===== config.mk =====
export PLATFORM = sky130hd
export DESIGN_NAME = rgb_to_hsv_pixel
export DESIGN_NICKNAME = d
export VERILOG_FILES = /design/src/hdl/rthsv_pkg.sv /design/src/hdl/rthsv_front.sv /design/src/hdl/rthsv_fifo.sv /design/src/hdl/rthsv_back.sv /design/src/hdl/rgb_to_hsv_pixel.sv
export SDC_FILE = /design/constraint.sdc
export NUM_CORES = 2
export LEC_CHECK = 0
export ABC_AREA = 1
export BUFFER_PORTS_ARGS = -buffer_cell sky130_fd_sc_hd__buf_2
export CORE_MARGIN = 4
export CORE_UTILIZATION = 36
export CTS_BUF_LIST = sky130_fd_sc_hd__clkbuf_16
export CTS_CLUSTER_SIZE = 40
export DETAILED_ROUTE_END_ITERATION = 8
export SLEW_MARGIN = 10
export SYNTH_ARGS = -nofsm -noshare
export SYNTH_HDL_FRONTEND = slang
export SYNTH_HIERARCHICAL = 1
export SYNTH_SLANG_ARGS = --single-unit

===== constraint.sdc =====
create_clock -name aclk -period 16.6 [get_ports aclk]
set_input_delay 3.32 -clock aclk [delete_from_list [all_inputs] [get_ports aclk]]
set_output_delay 3.32 -clock aclk [all_outputs]
set_load 0.05 [all_outputs]

===== src/hdl/rthsv_pkg.sv =====
// ----------------------------------------------------------------------------
// rthsv_pkg
// Shared types and constants for the RGB to HSV pixel converter.
// ----------------------------------------------------------------------------
package rthsv_pkg;

    localparam int ChanW   = 8;
    localparam int QuoW    = 8;                  // quotient bits, one per divider stage
    localparam int HueNumW = 17;                 // up to 360*255
    localparam int HueDivW = 9;                  // 2*delta
    localparam int SatNumW = 16;                 // up to 255*255
    localparam int SatDivW = 8;                  // max channel
    localparam int FifoDepth = 2;

    typedef struct packed {
        logic [HueNumW-1:0] hue_num;
        logic [HueDivW-1:0] hue_div;
        logic [SatNumW-1:0] sat_num;
        logic [SatDivW-1:0] sat_div;
        logic [ChanW-1:0]   brightness;
    } job_t;

endpackage


===== src/hdl/rthsv_front.sv =====
// ----------------------------------------------------------------------------
// rthsv_front
// Finds max/min, picks the hue sector and forms the two division jobs.
// ----------------------------------------------------------------------------
module rthsv_front import rthsv_pkg::*; (
    input  logic             aclk,
    input  logic             aresetn,
    input  logic             in_valid,
    output logic             in_ready,
    input  logic [ChanW-1:0] red,
    input  logic [ChanW-1:0] green,
    input  logic [ChanW-1:0] blue,
    output logic             job_valid,
    input  logic             job_ready,
    output job_t             job
);

    logic valid_reg;
    job_t job_reg;
    job_t job_next;

    logic [ChanW-1:0] mx, mn, dl;
    logic [17:0]      n;

    always_comb begin
        mx = red;
        if (green > mx) mx = green;
        if (blue > mx) mx = blue;
        mn = red;
        if (green < mn) mn = green;
        if (blue < mn) mn = blue;
        dl = mx - mn;
        // unsigned modular math; the final value always fits HueNumW bits
        if (mx == red) begin
            if (green >= blue) begin
                n = 18'(green - blue) * 18'd60;
            end else begin
                n = 18'(dl) * 18'd360 - 18'(blue - green) * 18'd60;
            end
        end else if (mx == green) begin
            n = 18'(dl) * 18'd120 + 18'(blue) * 18'd60 - 18'(red) * 18'd60;
        end else begin
            n = 18'(dl) * 18'd240 + 18'(red) * 18'd60 - 18'(green) * 18'd60;
        end
        job_next.brightness = mx;
        if (dl == '0) begin
            job_next.hue_num = '0;
            job_next.hue_div = HueDivW'(1);
        end else begin
            job_next.hue_num = n[HueNumW-1:0];
            job_next.hue_div = {dl, 1'b0};
        end
        job_next.sat_num = SatNumW'(dl) * SatNumW'(255);
        job_next.sat_div = (mx == '0) ? SatDivW'(1) : mx;
    end

    assign in_ready  = !valid_reg || job_ready;
    assign job_valid = valid_reg;
    assign job       = job_reg;

    always_ff @(posedge aclk) begin
        if (!aresetn) begin
            valid_reg <= 1'b0;
        end else if (in_ready) begin
            valid_reg <= in_valid;
        end
        if (in_ready && in_valid) begin
            job_reg <= job_next;
        end
    end

endmodule


===== src/hdl/rthsv_fifo.sv =====
// ----------------------------------------------------------------------------
// rthsv_fifo
// Short job queue between front and back.
// ----------------------------------------------------------------------------
module rthsv_fifo import rthsv_pkg::*; (
    input  logic aclk,
    input  logic aresetn,
    input  logic wr_valid,
    output logic wr_ready,
    input  job_t wr_data,
    output logic rd_valid,
    input  logic rd_pop,
    output job_t rd_data
);

    localparam int PtrW = $clog2(FifoDepth);
    localparam int CntW = $clog2(FifoDepth + 1);

    job_t            mem [FifoDepth];
    logic [PtrW-1:0] wptr_reg, rptr_reg;
    logic [CntW-1:0] count_reg;
    logic            push, pop;

    assign wr_ready = count_reg != CntW'(FifoDepth);
    assign rd_valid = count_reg != '0;
    assign rd_data  = mem[rptr_reg];
    assign push     = wr_valid && wr_ready;
    assign pop      = rd_pop && rd_valid;

    always_ff @(posedge aclk) begin
        if (!aresetn) begin
            wptr_reg  <= '0;
            rptr_reg  <= '0;
            count_reg <= '0;
        end else begin
            if (push) wptr_reg <= (wptr_reg == PtrW'(FifoDepth - 1)) ? '0 : wptr_reg + 1'b1;
            if (pop)  rptr_reg <= (rptr_reg == PtrW'(FifoDepth - 1)) ? '0 : rptr_reg + 1'b1;
            if (push && !pop) count_reg <= count_reg + 1'b1;
            else if (pop && !push) count_reg <= count_reg - 1'b1;
        end
        if (push) mem[wptr_reg] <= wr_data;
    end

endmodule


===== src/hdl/rthsv_back.sv =====
// ----------------------------------------------------------------------------
// rthsv_back
// Two pipelined restoring dividers, one quotient bit per stage, with a
// stall chain so bubbles collapse. The last stage is the output register.
// ----------------------------------------------------------------------------
module rthsv_back import rthsv_pkg::*; (
    input  logic             aclk,
    input  logic             aresetn,
    input  logic             job_valid,
    output logic             job_pop,
    input  job_t             job,
    output logic             out_valid,
    input  logic             out_ready,
    output logic [ChanW-1:0] hue_half,
    output logic [ChanW-1:0] saturation,
    output logic [ChanW-1:0] brightness
);

    logic [QuoW-1:0]    v_reg;
    logic [QuoW-1:0]    move, load;
    logic [HueNumW-1:0] hrem_reg [QuoW];
    logic [HueDivW-1:0] hdiv_reg [QuoW];
    logic [QuoW-1:0]    hq_reg   [QuoW];
    logic [SatNumW-1:0] srem_reg [QuoW];
    logic [SatDivW-1:0] sdiv_reg [QuoW];
    logic [QuoW-1:0]    sq_reg   [QuoW];
    logic [ChanW-1:0]   bri_reg  [QuoW];

    always_comb begin
        move[QuoW-1] = v_reg[QuoW-1] && out_ready;
        load[QuoW-1] = !v_reg[QuoW-1] || move[QuoW-1];
        for (int k = QuoW - 2; k >= 0; k--) begin
            move[k] = v_reg[k] && load[k+1];
            load[k] = !v_reg[k] || move[k];
        end
    end

    assign job_pop = load[0] && job_valid;

    for (genvar k = 0; k < QuoW; k++) begin : g_stage
        logic               src_v;
        logic [HueNumW-1:0] hrem_in, ht;
        logic [HueDivW-1:0] hdiv_in;
        logic [QuoW-1:0]    hq_in;
        logic [SatNumW-1:0] srem_in, st;
        logic [SatDivW-1:0] sdiv_in;
        logic [QuoW-1:0]    sq_in;
        logic [ChanW-1:0]   bri_in;

        if (k == 0) begin : g_first
            assign src_v   = job_valid;
            assign hrem_in = job.hue_num;
            assign hdiv_in = job.hue_div;
            assign hq_in   = '0;
            assign srem_in = job.sat_num;
            assign sdiv_in = job.sat_div;
            assign sq_in   = '0;
            assign bri_in  = job.brightness;
        end else begin : g_next
            assign src_v   = v_reg[k-1];
            assign hrem_in = hrem_reg[k-1];
            assign hdiv_in = hdiv_reg[k-1];
            assign hq_in   = hq_reg[k-1];
            assign srem_in = srem_reg[k-1];
            assign sdiv_in = sdiv_reg[k-1];
            assign sq_in   = sq_reg[k-1];
            assign bri_in  = bri_reg[k-1];
        end

        // trial subtrahend for quotient bit QuoW-1-k
        assign ht = HueNumW'(hdiv_in) << (QuoW - 1 - k);
        assign st = SatNumW'(sdiv_in) << (QuoW - 1 - k);

        always_ff @(posedge aclk) begin
            if (!aresetn) begin
                v_reg[k] <= 1'b0;
            end else if (load[k]) begin
                v_reg[k] <= src_v;
            end
            if (load[k] && src_v) begin
                hdiv_reg[k] <= hdiv_in;
                sdiv_reg[k] <= sdiv_in;
                bri_reg[k]  <= bri_in;
                if (hrem_in >= ht) begin
                    hrem_reg[k] <= hrem_in - ht;
                    hq_reg[k]   <= hq_in | (QuoW'(1) << (QuoW - 1 - k));
                end else begin
                    hrem_reg[k] <= hrem_in;
                    hq_reg[k]   <= hq_in;
                end
                if (srem_in >= st) begin
                    srem_reg[k] <= srem_in - st;
                    sq_reg[k]   <= sq_in | (QuoW'(1) << (QuoW - 1 - k));
                end else begin
                    srem_reg[k] <= srem_in;
                    sq_reg[k]   <= sq_in;
                end
            end
        end
    end

    assign out_valid  = v_reg[QuoW-1];
    assign hue_half   = hq_reg[QuoW-1];
    assign saturation = sq_reg[QuoW-1];
    assign brightness = bri_reg[QuoW-1];

endmodule


===== src/hdl/rgb_to_hsv_pixel.sv =====
// ----------------------------------------------------------------------------
// rgb_to_hsv_pixel
// 8-bit RGB to HSV converter, hue in half degrees (0..179).
// ----------------------------------------------------------------------------
// Input beats on s_axis carry one pixel: red, green, blue from the low byte.
// Output beats on m_axis carry hue_half, saturation, brightness, low first.
// Saturation = floor(255*(max-min)/max); hue is floored exactly, no rounding.
// Throughput: one pixel per clock, sustained while m_axis_tready is high.
// Path: the front register, the job queue, then the 8-stage divider
// pipeline with one quotient bit per stage, whose last stage is the
// output register.
// When the receiver stalls, beats pile into the divider stages and the
// two-entry queue, then the front register, and only then does
// s_axis_tready drop. Empty stages close up, so no bubbles stay behind.
// Reset (aresetn low, synchronous) empties every stage and the queue;
// no pixel data is kept across reset.
// ----------------------------------------------------------------------------
module rgb_to_hsv_pixel import rthsv_pkg::*; (
    input  logic        aclk,
    input  logic        aresetn,
    input  logic        s_axis_tvalid,
    output logic        s_axis_tready,
    input  logic [23:0] s_axis_tdata,   // red[7:0], green[15:8], blue[23:16]
    output logic        m_axis_tvalid,
    input  logic        m_axis_tready,
    output logic [23:0] m_axis_tdata    // hue_half[7:0], saturation[15:8], brightness[23:16]
);

    job_t front_job, queue_job;
    logic front_valid, queue_ready, queue_valid, queue_pop;

    rthsv_front u_front (
        .aclk      (aclk),
        .aresetn   (aresetn),
        .in_valid  (s_axis_tvalid),
        .in_ready  (s_axis_tready),
        .red       (s_axis_tdata[7:0]),
        .green     (s_axis_tdata[15:8]),
        .blue      (s_axis_tdata[23:16]),
        .job_valid (front_valid),
        .job_ready (queue_ready),
        .job       (front_job)
    );

    rthsv_fifo u_fifo (
        .aclk     (aclk),
        .aresetn  (aresetn),
        .wr_valid (front_valid),
        .wr_ready (queue_ready),
        .wr_data  (front_job),
        .rd_valid (queue_valid),
        .rd_pop   (queue_pop),
        .rd_data  (queue_job)
    );

    rthsv_back u_back (
        .aclk       (aclk),
        .aresetn    (aresetn),
        .job_valid  (queue_valid),
        .job_pop    (queue_pop),
        .job        (queue_job),
        .out_valid  (m_axis_tvalid),
        .out_ready  (m_axis_tready),
        .hue_half   (m_axis_tdata[7:0]),
        .saturation (m_axis_tdata[15:8]),
        .brightness (m_axis_tdata[23:16])
    );

endmodule


======== Word-level counts from Yosys, hierarchy flattened ========
Memories as Yosys holds them, arrays and structs flattened. A register that Yosys moved wholly into a read port is not among the register bits.
Index checks and enable logic that the tools add are counted.
word-level totals
  flip-flop bits (word level) ............. 71
  memory bits (writable) .................. 708
  input bits .............................. 28
  output and inout bits ................... 26
  logic and storage cells ................. 317
  memories kept ........................... 8
operators by class
  add/sub/neg operators ................... 28
  $mul .................................... 9
  order comparisons ....................... 21
  equal/unequal tests ..................... 3
  multiplexer cells ....................... 160
  bitwise gates (word level) .............. 32
  reductions and logical operators ........ 38
memory list
  memory           depth  width  read ports  clocked after Yosys merged registers in  write ports  line              RTL
  u_back.hrem_reg  8      17     7           0                                        8            rthsv_back.sv:21  logic [HueNumW-1:0] hrem_reg [QuoW];
  u_back.srem_reg  8      16     7           0                                        8            rthsv_back.sv:24  logic [SatNumW-1:0] srem_reg [QuoW];
  u_fifo.mem       2      58     1           1                                        1            rthsv_fifo.sv:19  job_t mem [FifoDepth];
  u_back.hdiv_reg  8      9      7           0                                        8            rthsv_back.sv:22  logic [HueDivW-1:0] hdiv_reg [QuoW];
  u_back.bri_reg   8      8      8           0                                        8            rthsv_back.sv:27  logic [ChanW-1:0] bri_reg [QuoW];
  u_back.hq_reg    8      8      8           0                                        8            rthsv_back.sv:23  logic [QuoW-1:0] hq_reg [QuoW];
  +2 memories      --     --     --          --                                       --           --
operators by type and width
  cell                                                 count
  two-way mux 17 bit                                   11
  two-way mux 8 bit                                    20
  two-way mux 16 bit                                   8
  two-way mux 1 bit                                    119
  multiplier 8 x 4 -> 12 bit (second input constant)   5
  subtractor 17 x 14 -> 17 bit                         3
  multiplier 18 x 4 -> 15 bit (second input constant)  2
  OR 1 bit                                             32
  subtractor 8 x 8 -> 9 bit                            2
  adder 16 x 14 -> 17 bit                              1
  >= comparator 17 x 10 -> 1 bit                       1
  >= comparator 17 x 11 -> 1 bit                       1
  >= comparator 17 x 12 -> 1 bit                       1
  >= comparator 17 x 13 -> 1 bit                       1
  >= comparator 17 x 14 -> 1 bit                       1
  >= comparator 17 x 15 -> 1 bit                       1
  >= comparator 17 x 16 -> 1 bit                       1
  >= comparator 17 x 9 -> 1 bit                        1
  subtractor 17 x 10 -> 17 bit                         1
  subtractor 17 x 11 -> 17 bit                         1
  subtractor 17 x 12 -> 17 bit                         1
  subtractor 17 x 13 -> 17 bit                         1
  subtractor 17 x 15 -> 17 bit                         1
  subtractor 17 x 16 -> 17 bit                         1
  36 further kinds                                     74

======== Depth between registers and ports, before layout ========
  depth after elaboration ................. 21
  mapped depth ............................ 61
  gate-level depth less buffers ........... 58

======== By module ========
The synthesis kept the hierarchy.
modules (own cells, without submodules)
  module       instances  cells each  area each (um^2)  sequential area each (um^2)
  rthsv_back   1          2709        26116.3           14754.2
  rthsv_front  1          1693        13466.7           1701.6
  rthsv_fifo   1          217         4500.6            3583.4

======== Worst setup path after synthesis ========
No wires, ideal clock.
  path kind ............................... input-to-reg
  from .................................... input s_axis_tdata[5]
  to ...................................... register u_front.job_reg (netlist bit u_front/job[56]) (data pin)
  library setup time ...................... 0.253 ns
  arrival ................................. 11.084 ns
  data required time ...................... 16.347 ns
  slack ................................... 5.263 ns
  stages .................................. 48
  buffers on the path ..................... 2
  cells stage by stage .................... inv_1 > ha_1 > a21oi_1 > nor2_1 > nor2_1 > nand2_1 > nand2_1 > clkbuf_1 > nand2_1 > o21ai_0 > inv_1 > ha_1 > nand2_1 > nor2_1 > nand3_1 > nand3b_2 > buf_2 > nand3_1 > [12 not listed] > a21oi_1 > o21ai_0 > a21oi_1 > nor2_1 > o21ai_0 > nand2_1 > xor2_1 > fa_1 > ha_1 > a21oi_1 > o21ai_0 > a21o_1 > a21oi_1 > xnor2_1 > nand3_1 > nand3_1 > nand2_1 > nor2_1
between the ends
  word-level cells in the longest chain between the ends .. 10
  elaborated cells on any way between the ends .. 24
  classes of those cells .................. add/sub (6); mul (4); order compare (4); eq/ne (2); mux (7); reduce/logical (1)
RTL lines
  what                                                                 line                                  RTL
  start: declaration                                                   rgb_to_hsv_pixel.sv:23                input logic [23:0] s_axis_tdata,
  greater-than comparator 8 bit or < comparator 8 bit (tied branches)  rthsv_front.sv:27, rthsv_front.sv:30
  two-way mux 8 bit (on tied branches)                                 rthsv_front.sv:27, rthsv_front.sv:30
  greater-than comparator 8 bit or < comparator 8 bit (tied branches)  rthsv_front.sv:28, rthsv_front.sv:31
  two-way mux 8 bit (on tied branches)                                 rthsv_front.sv:28, rthsv_front.sv:31
  subtractor 8 bit                                                     rthsv_front.sv:32                     dl = mx - mn;
  multiplier 8 x 4 -> 12 bit                                           rthsv_front.sv:41, rthsv_front.sv:43
  adder 16 x 14 -> 17 bit or adder 15 x 14 -> 16 bit (tied branches)   rthsv_front.sv:43, rthsv_front.sv:41
  subtractor 17 x 14 -> 17 bit (on tied branches)                      rthsv_front.sv:43, rthsv_front.sv:41
  two-way mux 17 bit                                                   rthsv_front.sv:40                     end else if (mx == green) begin
  two-way mux 17 bit                                                   rthsv_front.sv:34                     if (mx == red) begin
  end signal: assignment                                               rthsv_front.sv:68                     job_reg <= job_next;
  end: declaration                                                     rthsv_front.sv:19                     job_t job_reg;
Several ways; a longest one is shown, not always the timed one.
A chain may end at the register's enable or synchronous reset.

======== Worst setup path in the final report ========
  from .................................... input s_axis_tdata[6]
  to ...................................... register u_front.job_reg (netlist bit u_front/job[56]) (data pin)
The elaborated chain is that of the path after synthesis.

==> impl_summary.txt <==
----------------------------------------------------
[Run status]
  Outcome ... finished, final reports clean

[Clock tree]
  Number of clock sinks ... 672
  CTS max path bufs ... 3
  TritonCTS clock tree ... built
  Worst skew pair latency ... 0.62 ns
  Clock transition at the register clock pins on the worst setup and hold paths after CTS ... 0.06 ns
  Post-CTS Hold Buffers ... 0
  Clock buffer count from CTS ... 73
  Cell chosen for the clock root ... sky130_fd_sc_hd__clkbuf_16
  Post-cts resize count ... 0
  Post-CTS repair timing setup buffer count ... 0
  Depth of the CTS H-tree ... 3

[Route]
  WL per Instance ... 15.5 um
  Post-detailed-route count of antenna-violating nets ... 0
  DRC ... 0
  Via Count ... 30400
  DR vias/cell ... 4.76
  Number of DRC markers after the initial detailed-route iteration ... 1615
  Aggregate routed wire length ... 98900 um
  First drt pass iteration count ... 6

[Timing]
  Total negative setup slack ... 0 ns
  Worst slew pin tran ... 1.17 ns
  Worst slew margin ... 22.0%
  Share of the clock period used by the worst path after layout ... 75.4%
  Fin Clk Skew ... 0.0186 ns
  Endpoints failing hold ... 0
  Time the worst path needs with I/O delays and setup ... 12.52 ns
  Highest achievable clock rate ... 79.9 MHz
  Least setup slack across all paths after layout ... 4.08 ns
  Fin. max-slew vios ... 0
  RSZ-0062 raised after global routing ... false
  Endpoints failing setup ... 0

[Finish]
  Layout overhead on the synthesized area ... 9.68%
  Commonest non-fill, non-tap cell in the layout ... sky130_fd_sc_hd__nand2_1
  Leading cell types in the layout, fill and taps excluded ... 1116 x sky130_fd_sc_hd__nand2_1, 792 x sky130_fd_sc_hd__inv_1, 658 x sky130_fd_sc_hd__edfxtp_1, 366 x sky130_fd_sc_hd__ha_1, 277 x sky130_fd_sc_hd__nor2_1
  Layout cells sized above 1 ... 6.88%
  Number of nets in the final layout ... 5254
  Count of non-filler cells in the finished layout ... 6391
  Number of flip-flops in the largest register ... 119
  Inserted Diodes ... 0

[Global route]
  Largest net degree at the start of global routing ... 69
  Antenna violations before repair ... 1
  Congestion Overflow GR ... 0
  Global-route wire length before repair ... 160000 um
  Total global-route track usage ... 15.6%
  Number of global-route vias before repair ... 30700

[Critical path]
  Highest cell delay on the worst timing path ... 0.55 ns
  Cell occurring most often along the worst timing path ... sky130_fd_sc_hd__nand2_1
  Maximum net fanout on the critical path ... 20
  Data required time of the critical path ... 16.97 ns
  CP Launch Point ... s_axis_tdata[6]
  Type of origin of the critical path ... primary input
  Crit path max-delay cell type ... sky130_fd_sc_hd__fa_1
  Kind of end point of the critical path ... flip-flop
  Category of the most critical setup path ... in2reg
  Arrival @ worst endpoint ... 12.89 ns

[Place]
  Count of buffers from port buffering ... 53
  Dpl hpwl ... 79100 um
  Pre-CTS setup slack ... 3.48 ns
  Placer Congestion ... 0.941
  Count of placed standard cells including taps ... 6259

[Run]
  Maxcap violations ... 0

[Logic synthesis]
  Synthesized cell area ... 44100 um2
  Prevailing post-synth register cell ... sky130_fd_sc_hd__edfxtp_1
  Flop and latch count out of synthesis ... 672
  Number of instances in the synthesized netlist ... 4619
  Number of flops mapped to enable cells by yosys ... 658
  Number of unique standard cell types used by synthesis ... 60
  Sequential fraction of the synthesis area ... 45.5%
  Post-synthesis average cell area ... 9.54 um2
  Async set-reset flop share out of synthesis ... 0%
  Number of warnings reported in the yosys synthesis log ... 6

[Die]
  Std cell rows ... 128
  Initial Util ... 36.2%
  IO Pins ... 54
  Die span in y ... 358 um
  Core ar. ... 122000 um2
  Die ar. ... 128000 um2
  Horiz. Die Dim ... 358 um

[Min path]
  Worst min-delay path class ... reg2reg
  Hold path start ... u_back/hq_reg[1][12]

----------------------------------------------------
-- layout make-up --
cell class              count  area [um2]
clock buffers              73        1830
clock inverters            59         394
fillers                 12100       73400
inverters                 793        2980
multi-input cells        3103       20700
flip-flops and latches    672       20000
well taps                1625        2030
repair buffers             66         363
-- Yosys cell counts (6+ instances only) --
cell | count | share of area [%]
sky130_fd_sc_hd__o21ai_0 | 140 | 1.6
sky130_fd_sc_hd__a21o_1 | 15 | 0.26
sky130_fd_sc_hd__o21bai_1 | 19 | 0.32
sky130_fd_sc_hd__a21oi_1 | 217 | 2.5
sky130_fd_sc_hd__nand3b_1 | 21 | 0.36
sky130_fd_sc_hd__buf_2 | 10 | 0.11
sky130_fd_sc_hd__a31oi_1 | 13 | 0.18
sky130_fd_sc_hd__inv_2 | 8 | 0.068
sky130_fd_sc_hd__xor2_1 | 132 | 2.6
sky130_fd_sc_hd__nor2_1 | 280 | 2.4
sky130_fd_sc_hd__buf_4 | 18 | 0.31
sky130_fd_sc_hd__a211oi_1 | 6 | 0.10
sky130_fd_sc_hd__dfxtp_1 | 14 | 0.64
sky130_fd_sc_hd__nand2_1 | 1116 | 9.5
sky130_fd_sc_hd__mux2_2 | 38 | 0.97
sky130_fd_sc_hd__buf_6 | 17 | 0.43
sky130_fd_sc_hd__mux2_4 | 20 | 0.68
sky130_fd_sc_hd__o21ai_2 | 10 | 0.20
sky130_fd_sc_hd__nand3_1 | 240 | 2.7
sky130_fd_sc_hd__nand2_2 | 25 | 0.35
sky130_fd_sc_hd__nor3_1 | 38 | 0.43
sky130_fd_sc_hd__edfxtp_1 | 658 | 45
sky130_fd_sc_hd__inv_1 | 782 | 6.7
sky130_fd_sc_hd__nand4_1 | 90 | 1.3
sky130_fd_sc_hd__xnor2_1 | 76 | 1.5
sky130_fd_sc_hd__o31ai_1 | 7 | 0.12
sky130_fd_sc_hd__fa_1 | 151 | 6.9
sky130_fd_sc_hd__nor2_2 | 16 | 0.23
sky130_fd_sc_hd__clkbuf_1 | 7 | 0.060
sky130_fd_sc_hd__nand3_2 | 9 | 0.20
sky130_fd_sc_hd__ha_1 | 366 | 10
-- metal layers --
metal	global-route usage, %	part of all wire, %	up-vias
met2	28.7	51	514
met4	5.47	3.3	0
met1	18.9	43	14300
met5	0	0	-
met3	1.55	3.1	178
li1	-	-	15400
-- worst max-delay path, delay by kind of cell --
family                   cells  cell delay [ns]
XOR/XNOR                     3             0.80
AND/OR/NAND/NOR             21             3.17
buffers and inverters        5             0.60
adder cells (fa/ha/maj)      9             3.47
AO/OA/AOI/OAI                8             1.53
-- cells by family after synthesis --
family,share of synthesized area (%)
mux,1.65
fa+ha+maj,17.2
simple gates,18.2
other cells,0.00851
xor+xnor,4.17
buf+inv,7.67
flops,45.5
compound gates,5.57
-- metrics by stage --
stage | instance area [um2] | hold WS (ns) | util [%]
final | 48400 | 0.410 | 39.7
after global routing | 48400 | 0.414 | 39.7
after CTS | 48400 | 0.410 | 39.7
after detailed placement | 46100 | 0.405 | 37.9
after global placement | 46100 | 0.402 | 37.9
after floorplan | 44100 | 0.400 | -
-- path summary, 6_finish.rpt --
check	cells past startpoint	end	slack (ns)
max	46	u_front/job[56]	4.08
min	0	u_back/hq_reg[1][20]	0.41
max reg2reg	12	u_back/hrem_reg[0][16]	13.10
min reg2reg	0	u_back/hq_reg[1][20]	0.41
Power is left out: the tool's default activity adds up to more than one toggle a clock period on the data nets, which glitch-free logic cannot reach.
